### src/hdl/shaws_pkg.sv
// ----------------------------------------------------------------------------
// shaws_pkg
// Types, round constants and helper functions shared by the SHA-256 word
// stream hasher: queue entry format, sequencer states, hash primitives.
// ----------------------------------------------------------------------------
package shaws_pkg;

	// Words in one 512-bit block, rounds per compression
	localparam int unsigned BLOCK_WORDS = 16;
	localparam int unsigned ROUNDS      = 64;

	// Fixed codes and limits used by the sequencer
	localparam logic [5:0]  ROUND_LAST  = 6'd63;
	localparam logic [3:0]  SLOT_LEN_HI = 4'd14;
	localparam logic [3:0]  SLOT_LEN_LO = 4'd15;
	localparam logic [3:0]  SLOT_LAST   = 4'd15;
	localparam logic [2:0]  EMIT_LAST   = 3'd7;
	localparam logic [31:0] PAD_WORD    = 32'h8000_0000;
	localparam logic [63:0] WORD_BITS   = 64'd32;

	// Initial hash value H0..H7
	localparam logic [31:0] INIT_HASH [0:7] = '{
		32'h6a09e667, 32'hbb67ae85, 32'h3c6ef372, 32'ha54ff53a,
		32'h510e527f, 32'h9b05688c, 32'h1f83d9ab, 32'h5be0cd19
	};

	// Round constants
	localparam logic [31:0] RND_K [0:63] = '{
		32'h428a2f98, 32'h71374491, 32'hb5c0fbcf, 32'he9b5dba5,
		32'h3956c25b, 32'h59f111f1, 32'h923f82a4, 32'hab1c5ed5,
		32'hd807aa98, 32'h12835b01, 32'h243185be, 32'h550c7dc3,
		32'h72be5d74, 32'h80deb1fe, 32'h9bdc06a7, 32'hc19bf174,
		32'he49b69c1, 32'hefbe4786, 32'h0fc19dc6, 32'h240ca1cc,
		32'h2de92c6f, 32'h4a7484aa, 32'h5cb0a9dc, 32'h76f988da,
		32'h983e5152, 32'ha831c66d, 32'hb00327c8, 32'hbf597fc7,
		32'hc6e00bf3, 32'hd5a79147, 32'h06ca6351, 32'h14292967,
		32'h27b70a85, 32'h2e1b2138, 32'h4d2c6dfc, 32'h53380d13,
		32'h650a7354, 32'h766a0abb, 32'h81c2c92e, 32'h92722c85,
		32'ha2bfe8a1, 32'ha81a664b, 32'hc24b8b70, 32'hc76c51a3,
		32'hd192e819, 32'hd6990624, 32'hf40e3585, 32'h106aa070,
		32'h19a4c116, 32'h1e376c08, 32'h2748774c, 32'h34b0bcb5,
		32'h391c0cb3, 32'h4ed8aa4a, 32'h5b9cca4f, 32'h682e6ff3,
		32'h748f82ee, 32'h78a5636f, 32'h84c87814, 32'h8cc70208,
		32'h90befffa, 32'ha4506ceb, 32'hbef9a3f7, 32'hc67178f2
	};

	// Sequencer states of the back end
	typedef enum logic [2:0] {
		ST_ABSORB,
		ST_PAD,
		ST_ROUND,
		ST_FINAL,
		ST_EMIT
	} state_t;

	// One queued message word, already in SHA (big-endian) byte order
	typedef struct packed {
		logic [31:0] word;
		logic        last;
	} q_entry_t;

	// Head of the queue as seen by the back end
	typedef struct packed {
		logic     valid;
		q_entry_t entry;
	} q_head_t;

	function automatic logic [31:0] bswap32(input logic [31:0] x);
		return {x[7:0], x[15:8], x[23:16], x[31:24]};
	endfunction

	function automatic logic [31:0] rotr(input logic [31:0] x, input int unsigned n);
		return (x >> n) | (x << (32 - n));
	endfunction

	function automatic logic [31:0] big_sig0(input logic [31:0] x);
		return rotr(x, 2) ^ rotr(x, 13) ^ rotr(x, 22);
	endfunction

	function automatic logic [31:0] big_sig1(input logic [31:0] x);
		return rotr(x, 6) ^ rotr(x, 11) ^ rotr(x, 25);
	endfunction

	function automatic logic [31:0] sml_sig0(input logic [31:0] x);
		return rotr(x, 7) ^ rotr(x, 18) ^ (x >> 3);
	endfunction

	function automatic logic [31:0] sml_sig1(input logic [31:0] x);
		return rotr(x, 17) ^ rotr(x, 19) ^ (x >> 10);
	endfunction

endpackage

### src/hdl/shaws_msg_if.sv
// ----------------------------------------------------------------------------
// shaws_msg_if
// Message word channel: valid/ready handshake, one 32-bit word per beat.
// ----------------------------------------------------------------------------
interface shaws_msg_if;
	logic        valid;
	logic        ready;
	logic [31:0] msg_word;
	logic        msg_last;

	modport source (output valid, output msg_word, output msg_last, input ready);
	modport sink   (input valid, input msg_word, input msg_last, output ready);
endinterface

### src/hdl/shaws_dig_if.sv
// ----------------------------------------------------------------------------
// shaws_dig_if
// Digest channel: valid/ready handshake, one 32-bit digest word per beat.
// ----------------------------------------------------------------------------
interface shaws_dig_if;
	logic        valid;
	logic        ready;
	logic [31:0] digest_word;
	logic        digest_last;

	modport source (output valid, output digest_word, output digest_last, input ready);
	modport sink   (input valid, input digest_word, input digest_last, output ready);
endinterface

### src/hdl/sha256_word_stream_hasher_core.sv
// ----------------------------------------------------------------------------
// sha256_word_stream_hasher_core
// SHA-256 over a stream of 32-bit message words with built-in padding.
// ----------------------------------------------------------------------------
// Usage:
//   msg channel: one beat per 32-bit word, first message byte in bits 7:0;
//   msg_last flags the final word. Messages are whole words.
//   digest channel: eight beats per message, hash bytes packed little-endian,
//   index 0 first; digest_last is set on the eighth beat.
//   Per 512-bit block the engine loads the 16-word block window and then
//   compresses it (64 rounds plus the chaining add); the two do not overlap.
//   The round loop, one round per cycle over the shared block window, sets
//   the pace of a long message. After the last word, padding fills out the
//   window and adds one or two compressions; the first digest beat is
//   loaded into the output register in the emit state that follows the
//   final chaining add.
//   An input queue of QUEUE_DEPTH words takes beats while the engine is busy.
//   A stalled digest receiver holds the output register and stops the engine
//   until the eighth beat is loaded; the next message is then absorbed while
//   that beat waits.
//   Reset clears the queue and loads the initial hash; no clearing pass.
// ----------------------------------------------------------------------------
module sha256_word_stream_hasher_core #(
	parameter int QUEUE_DEPTH = 2
) (
	input  logic          clk,
	input  logic          arst_n,
	shaws_msg_if.sink     msg,
	shaws_dig_if.source   digest
);

	shaws_pkg::q_head_t head;
	logic               pop;

	shaws_front #(
		.QUEUE_DEPTH (QUEUE_DEPTH)
	) u_front (
		.clk    (clk),
		.arst_n (arst_n),
		.msg    (msg),
		.pop    (pop),
		.head   (head)
	);

	shaws_back u_back (
		.clk    (clk),
		.arst_n (arst_n),
		.head   (head),
		.pop    (pop),
		.digest (digest)
	);

endmodule

### src/hdl/shaws_front.sv
// ----------------------------------------------------------------------------
// shaws_front
// Input side: takes message beats, swaps them into SHA byte order and
// holds them in a small queue that the back end drains.
// ----------------------------------------------------------------------------
module shaws_front #(
	parameter int QUEUE_DEPTH = 2
) (
	input  logic                clk,
	input  logic                arst_n,
	shaws_msg_if.sink           msg,
	input  logic                pop,
	output shaws_pkg::q_head_t  head
);

	localparam int PTR_W = (QUEUE_DEPTH > 1) ? $clog2(QUEUE_DEPTH) : 1;
	localparam int CNT_W = $clog2(QUEUE_DEPTH + 1);
	localparam logic [PTR_W-1:0] PTR_LAST = PTR_W'(QUEUE_DEPTH - 1);
	localparam logic [CNT_W-1:0] CNT_FULL = CNT_W'(QUEUE_DEPTH);

	shaws_pkg::q_entry_t ent_q [QUEUE_DEPTH];
	logic [PTR_W-1:0]    wr_ptr_q;
	logic [PTR_W-1:0]    rd_ptr_q;
	logic [CNT_W-1:0]    count_q;
	logic                push;
	logic                do_pop;

	// Accept while there is room
	assign msg.ready = (count_q != CNT_FULL);
	assign push      = msg.valid && msg.ready;
	assign do_pop    = pop && (count_q != '0);

	assign head.valid = (count_q != '0);
	assign head.entry = ent_q[rd_ptr_q];

	// Store the swapped word
	always_ff @(posedge clk) begin
		if (push) begin
			ent_q[wr_ptr_q].word <= shaws_pkg::bswap32(msg.msg_word);
			ent_q[wr_ptr_q].last <= msg.msg_last;
		end
	end

	// Advance pointers and occupancy
	always_ff @(posedge clk or negedge arst_n) begin
		if (!arst_n) begin
			wr_ptr_q <= '0;
			rd_ptr_q <= '0;
			count_q  <= '0;
		end else begin
			if (push) begin
				wr_ptr_q <= (wr_ptr_q == PTR_LAST) ? '0 : wr_ptr_q + 1'b1;
			end
			if (do_pop) begin
				rd_ptr_q <= (rd_ptr_q == PTR_LAST) ? '0 : rd_ptr_q + 1'b1;
			end
			if (push && !do_pop) begin
				count_q <= count_q + 1'b1;
			end else if (!push && do_pop) begin
				count_q <= count_q - 1'b1;
			end
		end
	end

endmodule

### src/hdl/shaws_back.sv
// ----------------------------------------------------------------------------
// shaws_back
// Hash engine: fills the 16-word block window, pads after the last word,
// runs 64 compression rounds one per cycle and streams out the digest.
// ----------------------------------------------------------------------------
module shaws_back (
	input  logic               clk,
	input  logic               arst_n,
	input  shaws_pkg::q_head_t head,
	output logic               pop,
	shaws_dig_if.source        digest
);

	shaws_pkg::state_t state_q;
	shaws_pkg::state_t state_d;

	logic [31:0] win_q [16];
	logic [31:0] h_q   [8];
	logic [31:0] v_q   [8];
	logic [3:0]  fill_q;
	logic [5:0]  round_q;
	logic [63:0] total_q;
	logic        pad_q;
	logic        first_q;
	logic        len_ok_q;
	logic        done_q;
	logic [2:0]  emit_idx_q;
	logic        out_valid_q;
	logic [31:0] out_word_q;
	logic        out_last_q;

	logic        put_en;
	logic [31:0] put_word;
	logic [31:0] pad_word;
	logic        full;
	logic        round_en;
	logic        final_en;
	logic        load;
	logic [31:0] sched_w;
	logic [31:0] t1;
	logic [31:0] t2;
	logic [31:0] ch;
	logic [31:0] maj;

	assign full = (fill_q == shaws_pkg::SLOT_LAST);

	// Padding word for the current slot
	always_comb begin
		if (first_q) begin
			pad_word = shaws_pkg::PAD_WORD;
		end else if (len_ok_q && fill_q == shaws_pkg::SLOT_LEN_HI) begin
			pad_word = total_q[63:32];
		end else if (len_ok_q && fill_q == shaws_pkg::SLOT_LEN_LO) begin
			pad_word = total_q[31:0];
		end else begin
			pad_word = '0;
		end
	end

	// Next state
	always_comb begin
		state_d = state_q;
		case (state_q)
			shaws_pkg::ST_ABSORB: begin
				if (head.valid) begin
					if (full) begin
						state_d = shaws_pkg::ST_ROUND;
					end else if (head.entry.last) begin
						state_d = shaws_pkg::ST_PAD;
					end
				end
			end
			shaws_pkg::ST_PAD: begin
				if (full) begin
					state_d = shaws_pkg::ST_ROUND;
				end
			end
			shaws_pkg::ST_ROUND: begin
				if (round_q == shaws_pkg::ROUND_LAST) begin
					state_d = shaws_pkg::ST_FINAL;
				end
			end
			shaws_pkg::ST_FINAL: begin
				if (done_q) begin
					state_d = shaws_pkg::ST_EMIT;
				end else if (pad_q) begin
					state_d = shaws_pkg::ST_PAD;
				end else begin
					state_d = shaws_pkg::ST_ABSORB;
				end
			end
			shaws_pkg::ST_EMIT: begin
				if (load && emit_idx_q == shaws_pkg::EMIT_LAST) begin
					state_d = shaws_pkg::ST_ABSORB;
				end
			end
			default: begin
				state_d = shaws_pkg::ST_ABSORB;
			end
		endcase
	end

	// Control decode
	always_comb begin
		pop      = 1'b0;
		put_en   = 1'b0;
		put_word = pad_word;
		round_en = 1'b0;
		final_en = 1'b0;
		load     = 1'b0;
		case (state_q)
			shaws_pkg::ST_ABSORB: begin
				pop      = head.valid;
				put_en   = head.valid;
				put_word = head.entry.word;
			end
			shaws_pkg::ST_PAD: begin
				put_en = 1'b1;
			end
			shaws_pkg::ST_ROUND: begin
				round_en = 1'b1;
			end
			shaws_pkg::ST_FINAL: begin
				final_en = 1'b1;
			end
			shaws_pkg::ST_EMIT: begin
				load = !out_valid_q || digest.ready;
			end
			default: begin
				pop = 1'b0;
			end
		endcase
	end

	// Round datapath
	assign sched_w = shaws_pkg::sml_sig1(win_q[14]) + win_q[9]
		+ shaws_pkg::sml_sig0(win_q[1]) + win_q[0];
	assign ch  = (v_q[4] & v_q[5]) ^ (~v_q[4] & v_q[6]);
	assign maj = (v_q[0] & v_q[1]) ^ (v_q[0] & v_q[2]) ^ (v_q[1] & v_q[2]);
	assign t1  = v_q[7] + shaws_pkg::big_sig1(v_q[4]) + ch
		+ shaws_pkg::RND_K[round_q] + win_q[0];
	assign t2  = shaws_pkg::big_sig0(v_q[0]) + maj;

	// Block window: shift in message or pad words, or schedule words
	always_ff @(posedge clk) begin
		if (put_en || round_en) begin
			for (int i = 0; i < 15; i++) begin
				win_q[i] <= win_q[i + 1];
			end
			win_q[15] <= put_en ? put_word : sched_w;
		end
	end

	// Working variables a..h
	always_ff @(posedge clk) begin
		if (put_en && full) begin
			for (int i = 0; i < 8; i++) begin
				v_q[i] <= h_q[i];
			end
		end else if (round_en) begin
			v_q[0] <= t1 + t2;
			v_q[1] <= v_q[0];
			v_q[2] <= v_q[1];
			v_q[3] <= v_q[2];
			v_q[4] <= v_q[3] + t1;
			v_q[5] <= v_q[4];
			v_q[6] <= v_q[5];
			v_q[7] <= v_q[6];
		end
	end

	// Digest output register payload
	always_ff @(posedge clk) begin
		if (load) begin
			out_word_q <= shaws_pkg::bswap32(h_q[emit_idx_q]);
			out_last_q <= (emit_idx_q == shaws_pkg::EMIT_LAST);
		end
	end

	// Sequencer, chaining hash and message bookkeeping
	always_ff @(posedge clk or negedge arst_n) begin
		if (!arst_n) begin
			state_q     <= shaws_pkg::ST_ABSORB;
			fill_q      <= '0;
			round_q     <= '0;
			total_q     <= '0;
			pad_q       <= 1'b0;
			first_q     <= 1'b0;
			len_ok_q    <= 1'b0;
			done_q      <= 1'b0;
			emit_idx_q  <= '0;
			out_valid_q <= 1'b0;
			for (int i = 0; i < 8; i++) begin
				h_q[i] <= shaws_pkg::INIT_HASH[i];
			end
		end else begin
			state_q <= state_d;

			if (put_en) begin
				fill_q <= fill_q + 1'b1;
			end

			// Count message bits and start padding on the last word
			if (pop) begin
				total_q <= total_q + shaws_pkg::WORD_BITS;
				if (head.entry.last) begin
					pad_q    <= 1'b1;
					first_q  <= 1'b1;
					len_ok_q <= 1'b0;
					done_q   <= 1'b0;
				end
			end

			// Track where the padding and the length land
			if (state_q == shaws_pkg::ST_PAD) begin
				first_q <= 1'b0;
				if (full) begin
					done_q   <= len_ok_q && !first_q;
					len_ok_q <= 1'b1;
				end else if (first_q) begin
					len_ok_q <= (fill_q < shaws_pkg::SLOT_LEN_HI);
				end
			end

			if (put_en && full) begin
				round_q <= '0;
			end else if (round_en) begin
				round_q <= round_q + 1'b1;
			end

			// Fold the block result into the chaining hash
			if (final_en) begin
				for (int i = 0; i < 8; i++) begin
					h_q[i] <= h_q[i] + v_q[i];
				end
				emit_idx_q <= '0;
			end

			// Drive the output register; reset for the next message after the eighth word
			if (load) begin
				out_valid_q <= 1'b1;
				emit_idx_q  <= emit_idx_q + 1'b1;
				if (emit_idx_q == shaws_pkg::EMIT_LAST) begin
					for (int i = 0; i < 8; i++) begin
						h_q[i] <= shaws_pkg::INIT_HASH[i];
					end
					total_q  <= '0;
					pad_q    <= 1'b0;
					first_q  <= 1'b0;
					len_ok_q <= 1'b0;
					done_q   <= 1'b0;
				end
			end else if (digest.ready) begin
				out_valid_q <= 1'b0;
			end
		end
	end

	assign digest.valid       = out_valid_q;
	assign digest.digest_word = out_word_q;
	assign digest.digest_last = out_last_q;

	// Checks
	a_round_exit: assert property (@(posedge clk) disable iff (!arst_n)
		(state_q == shaws_pkg::ST_ROUND && round_q == shaws_pkg::ROUND_LAST)
		|=> state_q == shaws_pkg::ST_FINAL)
		else $error("compression did not end after the last round");

	a_round_start: assert property (@(posedge clk) disable iff (!arst_n)
		(state_q == shaws_pkg::ST_ROUND && $past(state_q) != shaws_pkg::ST_ROUND)
		|-> (round_q == '0 && fill_q == '0))
		else $error("compression started mid-block");

	a_emit_clean: assert property (@(posedge clk) disable iff (!arst_n)
		state_q == shaws_pkg::ST_EMIT |-> (fill_q == '0 && pad_q && done_q && !first_q))
		else $error("digest emitted before the length block was compressed");

	a_msg_restart: assert property (@(posedge clk) disable iff (!arst_n)
		(load && emit_idx_q == shaws_pkg::EMIT_LAST)
		|=> (state_q == shaws_pkg::ST_ABSORB && total_q == '0
			&& h_q[0] == shaws_pkg::INIT_HASH[0] && out_last_q))
		else $error("state not returned to initial hash after digest");

endmodule
### src/flat_wrapper.sv
// flat-port wrapper written by rule: the top's interface ports become plain ports
module sha256_word_stream_hasher_core_flat 
#(
	parameter int QUEUE_DEPTH = 2
)
  (clk, arst_n, msg_valid, msg_msg_word, msg_msg_last, msg_ready, digest_valid, digest_digest_word, digest_digest_last, digest_ready);
  shaws_msg_if msg_i ();
  shaws_dig_if digest_i ();
  input  logic clk;
  input  logic arst_n;
  input wire logic [$bits(msg_i.valid)-1:0] msg_valid;
  input wire logic [$bits(msg_i.msg_word)-1:0] msg_msg_word;
  input wire logic [$bits(msg_i.msg_last)-1:0] msg_msg_last;
  output wire logic [$bits(msg_i.ready)-1:0] msg_ready;
  output wire logic [$bits(digest_i.valid)-1:0] digest_valid;
  output wire logic [$bits(digest_i.digest_word)-1:0] digest_digest_word;
  output wire logic [$bits(digest_i.digest_last)-1:0] digest_digest_last;
  input wire logic [$bits(digest_i.ready)-1:0] digest_ready;
  assign msg_i.valid = msg_valid;
  assign msg_i.msg_word = msg_msg_word;
  assign msg_i.msg_last = msg_msg_last;
  assign msg_ready = msg_i.ready;
  assign digest_valid = digest_i.valid;
  assign digest_digest_word = digest_i.digest_word;
  assign digest_digest_last = digest_i.digest_last;
  assign digest_i.ready = digest_ready;
  sha256_word_stream_hasher_core #(.QUEUE_DEPTH(QUEUE_DEPTH)) u_core (.clk(clk), .arst_n(arst_n), .msg(msg_i), .digest(digest_i));
endmodule
### config.mk
export PLATFORM = sky130hd
export DESIGN_NAME = sha256_word_stream_hasher_core_flat
export DESIGN_NICKNAME = d
export VERILOG_FILES = /design/src/hdl/shaws_pkg.sv /design/src/hdl/shaws_msg_if.sv /design/src/hdl/shaws_dig_if.sv /design/src/hdl/sha256_word_stream_hasher_core.sv /design/src/hdl/shaws_front.sv /design/src/hdl/shaws_back.sv /design/src/flat_wrapper.sv
export SDC_FILE = /design/constraint.sdc
export NUM_CORES = 2
export LEC_CHECK = 0
export CAP_MARGIN = 20
export CELL_PAD_IN_SITES_DETAIL_PLACEMENT = 0
export CELL_PAD_IN_SITES_GLOBAL_PLACEMENT = 1
export CORE_MARGIN = 3
export CORE_UTILIZATION = 40
export CTS_BUF_LIST = sky130_fd_sc_hd__clkbuf_8
export DETAILED_ROUTE_END_ITERATION = 8
export DONT_BUFFER_PORTS = 1
export PLACE_DENSITY_LB_ADDON = 0.05
export SYNTH_ARGS = -nofsm -noshare
export SYNTH_HDL_FRONTEND = slang
export SYNTH_SLANG_ARGS = --single-unit
### constraint.sdc
create_clock -name clk -period 12.7 [get_ports clk]
set_input_delay 1.905 -clock clk [delete_from_list [all_inputs] [get_ports clk]]
set_output_delay 1.905 -clock clk [all_outputs]
set_load 0.05 [all_outputs]
======== Word-level counts from Yosys, hierarchy flattened ========
Memory sizes are Yosys's and may differ from the RTL's.
Cells that the tools add are included.
word-level totals
  flip-flop bits (word level) ............. 378
  input port bits ......................... 37
  memories ................................ 4
  bits in writable memories ............... 834
  output and inout bits ................... 35
  word-level logic and storage cells ...... 208
  bits in read-only memories .............. 2,048
memory list
  name                  words  width  read ports  clocked after Yosys merged registers in  wr ports  RTL line           RTL
  (no name shown)       64     32     1           0                                        0         shaws_back.sv:141  + shaws_pkg::RND_K[round_q] + win_q[0];
  u_core.u_back.win_q   16     32     16          0                                        16        shaws_back.sv:17   logic [31:0] win_q [16];
  u_core.u_back.v_q     8      32     8           0                                        8         shaws_back.sv:19   logic [31:0] v_q [8];
  u_core.u_front.ent_q  2      33     1           0                                        1         shaws_front.sv:21  shaws_pkg::q_entry_t ent_q [QUEUE_DEPTH];
operators by class
  mux-type cells .......................... 79
  equal/unequal tests ..................... 14
  magnitude comparators ................... 3
  reductions and logical operators ........ 22
  bitwise logic cells ..................... 37
  $add $sub $neg .......................... 26
operators by type and width
  kind                   count
  $mux 256               3
  $add 32x32->32         18
  $mux 32                17
  $xor 32x32->32         9
  $mux 64                3
  $and 32x32->32         5
  $bmux 32 s3            1
  $add 64x6->64 const B  1
  $mux 1                 40
  $not 32->32            1
  $or 10x32->32          1
  $or 13x32->32          1
  $or 14x32->32          1
  $or 15x32->32          1
  $or 19x32->32          1
  $or 21x32->32          1
  $or 25x32->32          1
  $or 26x32->32          1
  $or 30x32->32          1
  $or 7x32->32           1
  $xor 32x22->32         1
  $xor 32x29->32         1
  $mux 3                 9
  $pmux 3 s5             1
  28 further kinds       61

======== Depth between registers and ports, before layout ========
An unclocked memory read counts as a cell.
  depth in word-level cells ............... 10
  mapped depth ............................ 41
  gate-level depth less buffers ........... 38

======== Hierarchy ========
Synthesis repeated with hierarchy kept, for this count alone.
second synthesis, totals
  cell total of the unflattened synthesis .. 6,751
  area total of the unflattened synthesis .. 73,580.6 sq um
modules (own cells, without submodules)
  module       cells an instance  area each (sq um)  times used  sequential area each (sq um)
  shaws_back   6,630              70,853.0           1           32,631.3
  shaws_front  121                2,727.6            1           2,082.0

======== Worst setup path before layout ========
Ideal clock, no wire load.
  path kind ............................... reg2reg
  from .................................... reg u_core.u_back.state_q[0]
  to ...................................... mem u_core.u_back.win_q[0][0], enable pin
  slack ................................... -832 ps
  buffers on the path ..................... 4
  required time ........................... 9,068 ps
  setup time .............................. 3,632 ps
  cell stages (with the launch flop) ...... 7
  period minus slack after synthesis ...... 13,532 ps
  arrival time ............................ 9,900 ps
  cells stage by stage .................... dfrtp_1 > clkbuf_1 > or3b_2 > clkbuf_1 > clkbuf_1 > clkbuf_1 > nand2_1
RTL lines
  element                 RTL line           RTL
  start, declared         shaws_back.sv:14   shaws_pkg::state_t state_q;
  start signal, assigned  shaws_back.sv:183  state_q <= shaws_pkg::ST_ABSORB;
  start signal, assigned  shaws_back.sv:197  state_q <= state_d;
  end, declared           shaws_back.sv:17

==> metrics <==
period utilisation layout=0.820; WP depth=33; Worst slew margin=0.176; critical path type=flip-flop to flip-flop; HP Start=u_core.u_back.win_q[0][191]; vias in the first global route=51700; Die Width=433 um; NumNets Final=7448; DR pass1 iterations=6; R2R depth=33; top_reg_cell synth=edfxtp_1; hold path depth=0; max_cap viols=0; Hold-fix buffers, CTS=0; total setup buffers inserted after CTS=0; worst reg2reg path startpoint=u_core.u_back.round_q[0]; Vias/cell=5.60; CP max stage delay=0.91 ns; GRT Resource Usage Total=0.265; Post-Route WL=250000 um; CP Buf/Inv Count=6; top-area cell type share of the netlist area=0.357; EDFF count, synth=867; Crit-path slowest cell=ha_1; critical path launch point type=flip-flop; Clock Latency Late Sink=0.99 ns; initial antenna violation count=14; CP Max Fanout=19; Clock Sinks=1207; io pins=72; crit path time final=10.41 ns; CTS resizes=0; global route overflow=0; count of final setup violators=0; Starting Density=0.403; Synth Instances=6832; Die Y=433 um; overall via count from detail_route=52600; DRC=0; share of cells above drive strength 1=0.103; Synth area leader=edfxtp_1; Syn-to-layout area delta=9.57%; syn_nets=7463; CP Data Arrival Time=11.07 ns; Die ar.=188000 um^2; #FFs+latches synth=1207; Max Fclk=96.0 MHz; register area share after synthesis=0.475; ys async rst share=0.282; CTS tree=done; multi-input logic area=36100 um^2; first-pass GRT wire length=364000 um; filler cell count=17200; CP required=13.36 ns; Critical Path Start=u_core.u_back.round_q[0]; Final Hold Fails=0; fin. max-slew vios=0; row count=156; Min-Delay Path Class=flip-flop to flip-flop; DRT iter0 DRCs=4585; largest net degree at the start of global routing=341; status=finished clean; RSZ-0062 raised after global routing=false; Syn Area/Cell=10.7 um^2; Worst Setup End Kind=flip-flop; Port Buf Inserts=0; setup TNS=0 ns; post-synth cell types=104; Routed Antenna Nets=0; largest delay contributor family on the critical path=adder cells; worst slew pin tran=1.24 ns; worst clock skew=0.0737 ns; Post-Syn Area=73000 um^2; ranking of synthesized cells by area=edfxtp_1 36%, dfrtp_1 7.0%, ha_1 6.8%; Seq. cell area=34700 um^2; # H-tree levels=4; CTS Buffer Depth=3; Worst-path clk slew=0.06 ns; CTS Buf Count=220; Core Area=181000 um^2; Root Buffer=clkbuf_8; YS warnings=0; top-count cell post-synth=nand2_1; DP Wirelength=183000 um; average wire per standard cell=26.6 um; GPL Wtd Cong=0.903; Post-synth top cells=1152 x nand2_1, 867 x edfxtp_1, 476 x a21oi_1
==> placed cells by master, fill, tap and decap left out, drive strengths merged, types with 11 or more instances in the layout <==
master | synthesis | routed
dfstp | 136 | 136
a31oi | 43 | 43
o211ai | 113 | 113
a221oi | 21 | 21
o311ai | 20 | 20
nor2b | 41 | 41
a21o | 219 | 219
or3 | 34 | 34
clkinv | 2 | 91
xnor2 | 408 | 408
or2 | 14 | 14
nand2 | 1153 | 1153
nor2 | 319 | 319
mux2i | 48 | 48
mux2 | 56 | 56
fa | 195 | 195
a311oi | 13 | 13
a22oi | 23 | 23
mux4 | 67 | 67
and3 | 39 | 39
nand4 | 34 | 34
o31ai | 20 | 20
a211o | 11 | 11
a21oi | 476 | 476
xor2 | 222 | 222
a211oi | 48 | 48
o21bai | 41 | 41
clkbuf | 292 | 237
dfrtp | 204 | 204
buf | 26 | 81
inv | 302 | 386
o21ai | 437 | 437
nand2b | 54 | 54
nand3 | 114 | 114
and2 | 24 | 24
nor3 | 82 | 82
ha | 399 | 399
edfxtp | 867 | 867
o21a | 52 | 52
==> layout make-up <==
| class | count | share of cell area |
|---|---|---|
| well taps | 2370 | 0.0371 |
| inverters | 304 | 0.0143 |
| clock buffers | 237 | 0.0408 |
| multi-input cells | 5003 | 0.451 |
| clock inverters | 183 | 0.0136 |
| diodes | 8 | 0.000250 |
| repair buffers | 81 | 0.00907 |
| flip-flops and latches | 1207 | 0.434 |
==> worst register-to-register path: cells and delay by family (launching register included) <==
family,cells,cell delay [ns]
simple gates,5,1.11
xor+xnor,2,0.46
buf+inv,6,0.85
flops,1,0.32
compound gates,12,3.61
fa+ha+maj,8,3.78
==> metrics by stage <==
| stage | setup slack [ns] | instance area (um^2) | std cells | hold WS, ns | util |
|---|---|---|---|---|---|
| 2_1_floorplan | 4.25 | 73000 | 6832 | 0.400 | - |
| 3_3_place_gp | 2.55 | 75500 | 8958 | 0.400 | 0.417 |
| 3_5_place_dp | 2.44 | 75500 | 8961 | 0.405 | 0.417 |
| 4_1_cts | 2.43 | 79900 | 9381 | 0.371 | 0.441 |
| 5_1_grt | 1.80 | 80000 | 9389 | 0.401 | 0.442 |
| 6_report | 2.29 | 80000 | 9393 | 0.391 | 0.442 |
==> worst paths after layout <==
kind / end / slack [ns]
min in group asynchronous: u_core.u_back.h_q[163] / 0.62
worst min-delay path: u_core.u_back.win_q[0][159] / 0.39
worst min register to register: u_core.u_back.win_q[0][159] / 0.39
max in group asynchronous: u_core.u_back.digest.valid / 9.93
worst max register to register: u_core.u_back.v_q[0][28] / 2.29
worst max-delay path: u_core.u_back.v_q[0][28] / 2.29
==> cells by family (layout without fill, tap and decap cells) <==
family / after synthesis / after routing / share of synthesized area
AND/OR/NAND/NOR: 1952 / 1952 / 0.116
AO/OA/AOI/OAI: 1653 / 1653 / 0.142
flip-flops: 1207 / 1207 / 0.475
XOR/XNOR: 630 / 630 / 0.0756
buffers and inverters: 622 / 805 / 0.0322
adder cells (fa/ha/maj): 597 / 597 / 0.122
multiplexers: 171 / 171 / 0.0359
other: 0 / 8 / 0
==> flip-flops by register name (all words and copies together), names as in the netlist <==
register / count
u_core.u_back.state_q: 3
u_core.u_front.ent_q: 66
u_core.u_back.digest.digest_last: 1
u_core.u_front.count_q: 2
u_core.u_back.digest.digest_word: 32
u_core.u_back.total_q: 59
u_core.u_back.done_q: 1
u_core.u_back.emit_idx_q: 3
u_core.u_back.len_ok_q: 1
u_core.u_front.rd_ptr_q: 1
u_core.u_back.fill_q: 4
u_core.u_back.h_q: 256
u_core.u_back.digest.valid: 1
u_core.u_back.v_q: 256
u_core.u_back.round_q: 6
u_core.u_back.win_q: 512
u_core.u_front.wr_ptr_q: 1
u_core.u_back.first_q: 1
u_core.u_back.pad_q: 1
==> metal layers <==
metal	GRT usage	vias to the layer above	share of wire
li1	-	24500	-
met1	0.385	26200	0.46
met2	0.410	1570	0.45
met3	0.0434	311	0.059
met4	0.0723	0	0.026
met5	0	-	0
Power is not shown: default switching activity piles up to over one toggle a cycle in this logic, so the estimate is an artifact.
